`config.mk`:
```
export PLATFORM = sky130hd
export DESIGN_NAME = qbvs_ctrl
export DESIGN_NICKNAME = d
export VERILOG_FILES = /design/src/sv/qbvs_pkg.sv /design/src/sv/qbvs_ctrl.sv
export SDC_FILE = /design/constraint.sdc
export NUM_CORES = 1
export LEC_CHECK = 0
export ABC_AREA = 1
export ABC_CLOCK_PERIOD_IN_PS = 2300
export BUFFER_PORTS_ARGS = -buffer_cell sky130_fd_sc_hd__buf_4
export CAP_MARGIN = 20
export CORE_ASPECT_RATIO = 0.75
export CORE_MARGIN = 2
export CORE_UTILIZATION = 35
export CTS_CLUSTER_SIZE = 10
export DETAILED_ROUTE_END_ITERATION = 10
export GPL_TIMING_DRIVEN = 0
export PLACE_DENSITY = 0.56
export SLEW_MARGIN = 25
export SYNTH_ARGS = -nofsm -noshare
export SYNTH_HDL_FRONTEND = slang
export SYNTH_SLANG_ARGS = --single-unit
```
`constraint.sdc`:
```
create_clock -name clk -period 2.3 [get_ports clk]
set_input_delay 0.345 -clock clk [delete_from_list [all_inputs] [get_ports clk]]
set_output_delay 0.345 -clock clk [all_outputs]
set_load 0.02 [all_outputs]
```
`src/sv/qbvs_pkg.sv`:
```
`timescale 1ns / 1ps
// ----------------------------------------------------------------------------
// qbvs_pkg: shared types and constants for the quad batch vertex setup block
// Field widths, operation and result kind codes, the sine table and the
// command and status bundles between controller and datapath.
// ----------------------------------------------------------------------------
package qbvs_pkg;

	localparam int MaxQuads = 8192;
	localparam int MaxSlots = 32;
	localparam int SlotW    = 5;
	localparam int UsedW    = 6;
	localparam int QuadW    = 14;

	localparam logic [1:0] OP_BEGIN = 2'd0;
	localparam logic [1:0] OP_DRAW  = 2'd1;
	localparam logic [1:0] OP_END   = 2'd2;

	localparam logic [1:0] KIND_VERTEX = 2'd0;
	localparam logic [1:0] KIND_BIND   = 2'd1;
	localparam logic [1:0] KIND_DRAW   = 2'd2;

	typedef struct packed {
		logic [1:0]  op;
		logic [31:0] pos_x;
		logic [31:0] pos_y;
		logic [31:0] pos_z;
		logic [31:0] size_x;
		logic [31:0] size_y;
		logic [15:0] angle;
		logic [31:0] color_rgba;
		logic [31:0] texture_id;
		logic [15:0] tiling;
	} in_item_t;

	typedef struct packed {
		logic [1:0]  kind;
		logic [31:0] vert_x;
		logic [31:0] vert_y;
		logic [31:0] vert_z;
		logic [1:0]  corner;
		logic [31:0] vert_color;
		logic [4:0]  slot;
		logic [15:0] vert_tiling;
		logic [31:0] bound_texture;
		logic [15:0] index_count;
		logic        last;
	} out_item_t;

	// Controller to datapath.
	typedef struct packed {
		logic             load;      // capture the input item, start trig
		logic             restart;   // begin a new batch
		logic             alloc;     // write texture into the new slot
		logic             quad_inc;  // one more quad in the batch
		logic             emit_bind;
		logic             emit_draw;
		logic             emit_vert;
		logic [SlotW-1:0] bind_slot;
		logic [1:0]       corner;
		logic             last;
	} cmd_t;

	// Datapath to controller.
	typedef struct packed {
		logic [UsedW-1:0] slots_used;
		logic             batch_full;
		logic             hit;        // texture found (or white)
		logic             out_busy;   // output register full and not taken
	} stat_t;

	localparam logic [15:0] SINE_TAB [65] = '{
		16'd0, 16'd804, 16'd1608, 16'd2411, 16'd3212, 16'd4011, 16'd4808, 16'd5602,
		16'd6393, 16'd7180, 16'd7962, 16'd8740, 16'd9512, 16'd10279, 16'd11039,
		16'd11793, 16'd12540, 16'd13279, 16'd14010, 16'd14733, 16'd15447, 16'd16151,
		16'd16846, 16'd17531, 16'd18205, 16'd18868, 16'd19520, 16'd20160, 16'd20788,
		16'd21403, 16'd22006, 16'd22595, 16'd23170, 16'd23732, 16'd24279, 16'd24812,
		16'd25330, 16'd25833, 16'd26320, 16'd26791, 16'd27246, 16'd27684, 16'd28106,
		16'd28511, 16'd28899, 16'd29269, 16'd29622, 16'd29957, 16'd30274, 16'd30572,
		16'd30853, 16'd31114, 16'd31357, 16'd31581, 16'd31786, 16'd31972, 16'd32138,
		16'd32286, 16'd32413, 16'd32522, 16'd32610, 16'd32679, 16'd32729, 16'd32758,
		16'd32768
	};

	// Quarter-wave sine in Q1.15, interpolated on the low eight angle bits.
	function automatic logic signed [17:0] sine_q15(input logic [15:0] a);
		logic [14:0] p;
		logic [6:0]  idx;
		logic [7:0]  frac;
		logic [15:0] d;
		logic [23:0] prod;
		logic [16:0] v;
		p = a[14] ? (15'h4000 - {1'b0, a[13:0]}) : {1'b0, a[13:0]};
		idx = p[14:8];
		frac = p[7:0];
		if (idx >= 7'd64) begin
			v = {1'b0, SINE_TAB[64]};
		end else begin
			d = SINE_TAB[idx + 7'd1] - SINE_TAB[idx];
			prod = d * frac + 24'd128;
			v = {1'b0, SINE_TAB[idx]} + {1'b0, prod[23:8]};
		end
		sine_q15 = a[15] ? -$signed({1'b0, v}) : $signed({1'b0, v});
	endfunction

endpackage

```
`src/sv/qbvs_ctrl.sv`:
```
`timescale 1ns / 1ps
// ----------------------------------------------------------------------------
// qbvs_ctrl: sequencer for the quad batcher
// Decodes each transaction and steps through flush binds, the draw call and
// the four vertices, one result per cycle whenever the output is free.
// ----------------------------------------------------------------------------
module qbvs_ctrl import qbvs_pkg::*; (
	input  logic       clk,
	input  logic       arst_n,
	input  logic       in_valid,
	input  logic [1:0] in_op,
	output logic       in_ready,
	input  stat_t      stat,
	output cmd_t       cmd
);

	localparam logic [2:0] ST_IDLE  = 3'd0;
	localparam logic [2:0] ST_CHECK = 3'd1;
	localparam logic [2:0] ST_BIND  = 3'd2;
	localparam logic [2:0] ST_DRAW  = 3'd3;
	localparam logic [2:0] ST_SLOT  = 3'd4;
	localparam logic [2:0] ST_VERT  = 3'd5;

	logic [2:0]       state_q, state_d;
	logic             is_end_q, is_end_d;
	logic [SlotW-1:0] idx_q, idx_d;
	logic [1:0]       crn_q, crn_d;

	assign in_ready = (state_q == ST_IDLE);

	always_comb begin
		state_d = state_q;
		is_end_d = is_end_q;
		idx_d = idx_q;
		crn_d = crn_q;
		cmd = '0;
		cmd.bind_slot = idx_q;
		cmd.corner = crn_q;
		case (state_q)
			ST_IDLE: begin
				if (in_valid) begin
					cmd.load = 1'b1;
					is_end_d = (in_op == OP_END);
					idx_d = '0;
					crn_d = '0;
					if (in_op == OP_BEGIN) begin
						cmd.restart = 1'b1;
					end else if (in_op == OP_DRAW) begin
						state_d = ST_CHECK;
					end else if (in_op == OP_END) begin
						state_d = ST_BIND;
					end
				end
			end
			ST_CHECK: begin
				state_d = stat.batch_full ? ST_BIND : ST_SLOT;
			end
			ST_BIND: begin
				if (!stat.out_busy) begin
					cmd.emit_bind = 1'b1;
					idx_d = idx_q + 1'b1;
					if ({1'b0, idx_q} + 6'd1 >= stat.slots_used || idx_q == 5'd31) begin
						state_d = ST_DRAW;
					end
				end
			end
			ST_DRAW: begin
				if (!stat.out_busy) begin
					cmd.emit_draw = 1'b1;
					cmd.last = is_end_q;
					if (is_end_q) begin
						state_d = ST_IDLE;
					end else begin
						// The lookup has to be redone against the emptied batch.
						cmd.restart = 1'b1;
						state_d = ST_CHECK;
					end
				end
			end
			ST_SLOT: begin
				// Lookup compare is registered on entry; allocate on a miss.
				cmd.alloc = !stat.hit;
				state_d = ST_VERT;
			end
			ST_VERT: begin
				if (!stat.out_busy) begin
					cmd.emit_vert = 1'b1;
					crn_d = crn_q + 2'd1;
					if (crn_q == 2'd3) begin
						cmd.last = 1'b1;
						cmd.quad_inc = 1'b1;
						state_d = ST_IDLE;
					end
				end
			end
			default: state_d = ST_IDLE;
		endcase
	end

	always_ff @(posedge clk or negedge arst_n) begin
		if (!arst_n) begin
			state_q <= ST_IDLE;
			is_end_q <= 1'b0;
			idx_q <= '0;
			crn_q <= '0;
		end else begin
			state_q <= state_d;
			is_end_q <= is_end_d;
			idx_q <= idx_d;
			crn_q <= crn_d;
		end
	end

endmodule

```
==> results of run 1 <==
## metrics by stage
stage	hold WS [ns]	power, W	util
after floorplan	0.04941	0.0008258	-
after global placement	0.1868	0.001041	0.4619
after detailed placement	0.1914	0.001045	0.4619
after CTS	0.2919	0.001192	0.4761
after global routing	0.2755	0.001288	0.4761
final	0.2965	0.001184	0.4761
## power breakdown
group / leakage, nW / internal [W] / switching [W] / total, W
Clock: 0.0150 / 0.0000672 / 0.0000679 / 0.000135
Sequential: 0.145 / 0.000254 / 0.0000878 / 0.000342
Combinational: 0.570 / 0.000277 / 0.000430 / 0.000707
## kinds of logic (layout without fill, tap and decap cells)
| family | after synthesis | in the layout | share of synthesized area |
|---|---|---|---|
| xor gates and xnor gates | 2 | 2 | 0.01903 |
| and+or+nand+nor | 71 | 71 | 0.3587 |
| AOI/OAI and AO/OA | 14 | 14 | 0.09512 |
| DFF | 11 | 11 | 0.2989 |
| buffers and inverters | 26 | 60 | 0.1060 |
| adders and majority gates | 9 | 9 | 0.1223 |
## Yosys cell counts, types with 2 or more instances
cell       n  share of area
nand3_1   14          0.076
nand2_4    2          0.024
inv_2      5          0.020
nor2_2     3          0.020
nand2_2    6          0.041
o22ai_1    3          0.020
nand2_1   31           0.13
dfrtp_1   11           0.30
o211ai_1   2          0.016
nor2_1    13          0.053
ha_1       9           0.12
inv_1     20          0.082
o21ai_0    4          0.022
o21ai_1    2          0.011
xor2_1     2          0.019
## worst max path at each step
stage | end | slack, ns | depth (start not counted)
final | state_q[1] | 0.26 | 11
after global routing | state_q[1] | 0.07 | 12
after CTS | state_q[1] | 0.25 | 11
after detailed placement | state_q[0] | 0.26 | 11
after global placement | state_q[0] | 0.27 | 11
after floorplan | state_q[1] | 0.32 | 11
## area by class of cell
type                    instances  share of cell area
clock buffers                   4             0.02154
multi-input cells              96              0.4492
well taps                      36             0.03692
repair buffers                 30              0.1867
inverters                      26             0.08000
flip-flops and latches         11              0.2256
## worst max-delay path: stages (launching register included)
cell	delay (ns)
dfrtp_1	0.44
ha_1	0.25
nand2_1	0.07
nor2_1	0.05
ha_1	0.28
ha_1	0.27
nand2_1	0.06
o21bai_1	0.15
nand3_1	0.13
nand3_1	0.11
nand2_1	0.07
nand2_1	0.05
## layer usage
layer / up-vias / track usage / wire (um)
met5: - / 0 / 0
met4: 0 / 0.01087 / 0
met3: 0 / 0.06047 / 125
met2: 16 / 0.2216 / 939
met1: 403 / 0.2088 / 1082
li1: 491 / - / -
## flip-flops by register name, indices dropped and copies added, names as in the netlist
name,cells
crn_q,2
state_q,3
idx_q,5
is_end_q,1
## timing repair
| action | in CTS | in global routing |
|---|---|---|
| hold buffers | 1 | 0 |
| hold endpoints to repair | 11 | 0 |
| setup endpoints to repair | 0 | 0 |
==> reports/metrics.cfg, run 1 <==
[sta]
clock_skew_ns=0.003592
slew_violations=0
max-slew-margin-rel=0.7917
period_share=0.8885
setup_viol=0
tightest_slew_ns=0.3124
finalSetupTns_ns=0
rsz0062_at_grt=false
fmax_mhz=489.4
hold_viol=0
finalCriticalPeriod_ns=2.043
setup_ws_ns=0.2565

[layout]
seq_area_um2=275.3
drive_above_1_share=0.2934
final_cell_mix=nand2_1 (31), buf_4 (29), inv_1 (20), nand3_1 (14), nor2_1 (13)
syn2layout_area_growth_pct=32.47
diodes=0
final_common_cell=nand2_1
instances_no_fill=203
nets=191
fillers=276
final_cell_area_um2=1220
multi_input_area_um2=548.0

[clock_tree]
clkLatencyLatePin_ns=0.27
clock_sinks=11
clk_pin_slew_ns=0.07
cts_tree=yes
cts_setup_buffers=0
cts_buffers=3
clock_path_buffers=2
cts_root_buf=clkbuf_4
cts.repair.resized=0
htree_levels=1

[yosys]
synth_nets=156
yosysSeqAreaShare=0.2989
synth-seq-cells=11
yosys.cell_types.count=21
synth_edf_count=0
syn_avg_cell_area_um2=6.924
ys_async_sr_fraction=1.000
syn_area_um2=920.9
synth_cells=133
synth_ff_type=dfrtp_1
yosysWarnings=0

[worst_hold_path]
worstHoldStart=stat[2]
min_to=state_q[2]
hold_class=in2reg
worstHoldPathCells=2

[power_and_ir_drop]
ir_worst_vdd_uv=388.3
power.density_nw_per_um2=970.4
leakage_nw=0.7301

[floorplan]
die-width_um=63.23
rows=16
initial_core_util=0.3594
fp.coreArea_um2=2562
die_h_um=48.42
die-area_um2=3062
ios=30

[global_routing]
grt_pass1_vias=807
grt_max_degree=12
grt_pass1_wl_um=3560
antenna_found_initial=0
track_usage=0.1477
grt-ovfl-total=0

[setup_path]
crit_required_ns=2.46
crit_path_start=idx_q[0]
reg2reg_to=state_q[1]
critPathKind=reg2reg
r2r_cells=11
crit_fanout=6
reg2reg_slack_ns=0.26
arrival_ns=2.21
crit_path_start_kind=flop
r2r-start=idx_q[0]
worst_setup_path_end_kind=flop

[place]
dp_hpwl_um=1737
portBuffers=29
gp_congestion=0.8896
dp.cells=198
dpl_worst_slack_ns=0.2586
placed_cell_area_um2=1184

[route]
finalWirelength_um=2148
via_per_inst=4.483
wl_per_cell_um=10.58
vias=910
ant_nets=0
firstDrtPassIters=4
route.detailed.drc=0
drtIter0Drc=37

[outcome]
status=complete, no violations

[job]
max_cap_viol_count=0

Power figures use the tool's default switching activity.
==> run 2: changes to the inputs <==
--- a/config.mk
+++ b/config.mk
@@ -10,7 +10,7 @@
 export BUFFER_PORTS_ARGS = -buffer_cell sky130_fd_sc_hd__buf_4
 export CAP_MARGIN = 20
 export CORE_ASPECT_RATIO = 0.75
-export CORE_MARGIN = 2
+export CORE_MARGIN = 1.5
 export CORE_UTILIZATION = 35
 export CTS_CLUSTER_SIZE = 10
 export DETAILED_ROUTE_END_ITERATION = 10
==> constraint.sdc (replaced) <==
create_clock -name clk -period 2.3 [get_ports clk]
set_input_delay 0.69 -clock clk [delete_from_list [all_inputs] [get_ports clk]]
set_output_delay 0.69 -clock clk [all_outputs]
set_load 0.02 [all_outputs]
==> run 2 against run 1 <==
Global-route usage increased by 1.5 points. Via count increased by 0.88%. First-iteration DRC count decreased by 5.4%. Clock-buffer cell count unchanged.
==> reports/metrics.cfg, run 2 (synthesis results as in run 1) <==
[route]
firstDrtPassIters=4  ; unchanged
via_per_inst=4.590  ; +2.4%
drtIter0Drc=35  ; -5.4%
ant_nets=0  ; unchanged
met3_length_um=147  ; +18%
wl_met2_um=929  ; -1.1%
route.detailed.drc=0  ; unchanged
wl_met1_um=1087  ; +0.46%
highest_layer=met3
wl_per_cell_um=10.83  ; +2.3%
vias=918  ; +0.88%
finalWirelength_um=2165  ; +0.79%

[global_routing]
grt_max_degree=12  ; unchanged
grt-ovfl-total=0  ; unchanged
track_usage=0.1626  ; +0.01495
grt_pass1_vias=841  ; +4.2%
antenna_found_initial=0  ; unchanged
grt_pass1_wl_um=3719  ; +4.5%

[sta]
hold_viol=0  ; unchanged
setup_ws_ns=0.1257  ; -0.1308 ns
setup_viol=0  ; unchanged
tightest_slew_ns=0.2251  ; -0.08738 ns
finalCriticalPeriod_ns=2.174  ; +0.1308 ns
max-slew-margin-rel=0.8500  ; +0.05825
period_share=0.9454  ; +0.05689
finalSetupTns_ns=0  ; unchanged
clock_skew_ns=0.003291  ; -0.0003013 ns
rsz0062_at_grt=false
fmax_mhz=459.9  ; -6.0%
slew_violations=0  ; unchanged

[layout]
largest_register_ffs=5  ; unchanged
diodes=0  ; unchanged
final_cell_area_um2=1209  ; -0.92%
fillers=268  ; -2.9%
final_cell_mix=nand2_1 (31), buf_4 (29), inv_1 (20), nand3_1 (14), nor2_1 (13)
drive_above_1_share=0.3012  ; +0.007792
syn2layout_area_growth_pct=31.25
reg.largest.list=idx_q: 5 flops, state_q: 3 flops, crn_q: 2 flops
regMostFlops=idx_q
final_common_cell=nand2_1
nets=190  ; -0.52%

[place]
portBuffers=29  ; unchanged
placed_cell_area_um2=1181  ; -0.21%
dpl_worst_slack_ns=0.1470  ; -0.1116 ns
dp_hpwl_um=1831  ; +5.4%
gp_congestion=0.8513  ; -4.3%

[floorplan]
initial_core_util=0.3833  ; +0.02396
die-area_um2=2951  ; -3.6%
fp.coreArea_um2=2402  ; -6.3%
rows=15  ; -1
die-width_um=62.23  ; -1.6%
ios=30  ; unchanged
die_h_um=47.42  ; -2.1%

[power_and_ir_drop]
leakage_nw=0.7245  ; -0.76%
power_switching_w=0.0005757  ; -1.7%
combPwrFrac=0.599  ; +0.002
p_seq_frac=0.288  ; about the same
p_int_w=0.0005991  ; +0.17%
ir_worst_vdd_uv=328.1  ; -15%
p_sw_frac=0.4901  ; -0.004736
power.density_nw_per_um2=972.0  ; +0.16%
clock_power_share=0.112  ; -0.002

[clock_tree]
hold_buffers=0  ; -1
cts_buffers=3  ; unchanged
clock_sinks=11  ; unchanged
clkLatencyLatePin_ns=0.27  ; about the same
clock_path_buffers=2  ; unchanged
cts_tree=yes
clk_pin_slew_ns=0.07  ; about the same
htree_levels=1  ; unchanged
cts_root_buf=clkbuf_4

[setup_path]
arrival_ns=1.48  ; -0.73 ns
reg2reg_slack_ns=0.26  ; about the same
worst_setup_path_end_kind=primary output
r2r_cells=11  ; unchanged
r2r-start=idx_q[0]
crit_path_start_kind=input pin
critPathKind=in2out
crit_required_ns=1.61  ; -0.85 ns
reg2reg_to=state_q[1]
crit_fanout=4  ; -2
crit_path_start=stat[0]

[job]
max_cap_viol_count=0  ; unchanged

[outcome]
status=complete, no violations

[worst_hold_path]
hold_class=in2async

-- run 2: cell count changes in the layout (fill, tap and decap cells not counted), sizes merged --
cell	previous run	this run
dlygate4sd3	1	0
-- run 2: worst max path at each step --
| stage | slack [ns] | depth (start not counted) | endpoint |
|---|---|---|---|
| after detailed placement | 0.15 | 5 | cmd[0] |
| after global placement | 0.16 | 5 | cmd[0] |
| after CTS | 0.10 | 6 | cmd[0] |
| after floorplan | 0.30 | 3 | cmd[0] |
| after global routing | 0.04 | 6 | cmd[0] |
| final | 0.13 | 5 | cmd[0] |
-- run 2: area by class of cell --
type | instances | area, um2 | area share
Multi-Input combinational cell | 96 | 548.0 | 0.4534
Tap cell | 34 | 42.54 | 0.03520
Clock buffer | 4 | 26.28 | 0.02174
Timing Repair Buffer | 29 | 217.7 | 0.1801
Sequential cell | 11 | 276.5 | 0.2288
Inverter | 26 | 97.59 | 0.08075
-- run 2: stage by stage --
step | util | power [W] | hold slack [ns] | std cells
floorplan | - | 0.0008258 | 0.3944 | 133
global placement | 0.4917 | 0.001044 | 0.5033 | 196
detailed placement | 0.4917 | 0.001047 | 0.5136 | 196
finish | 0.5031 | 0.001175 | 0.2367 | 200
CTS | 0.5026 | 0.001188 | 0.2317 | 200
global route | 0.5031 | 0.001308 | 0.2347 | 200
-- run 2: critical path, stage by stage --
cell     delay, ns
buf_4         0.11
inv_1         0.16
nand2_1       0.13
o22ai_1       0.22
buf_4         0.17
-- run 2: repair_timing --
item                       in CTS  in global routing
setup buffers                   0                  0
gates resized for setup         0                  1
setup endpoints to repair       0                  1
-- run 2: per-layer routing --
metal  vias up  track usage
li1        488            -
met1       402       0.2322
met2        28       0.2522
met3         0      0.04941
met4         0      0.02667
met5         -            0
-- run 2: power groups by stage --
stage	sequential [W]	clock (W)	combinational (W)
after floorplan	0.000361	0	0.000465
after global placement	0.000340	0	0.000704
after detailed placement	0.000340	0	0.000707
after CTS	0.000336	0.000142	0.000709
after global routing	0.000349	0.000147	0.000812
final	0.000338	0.000132	0.000704
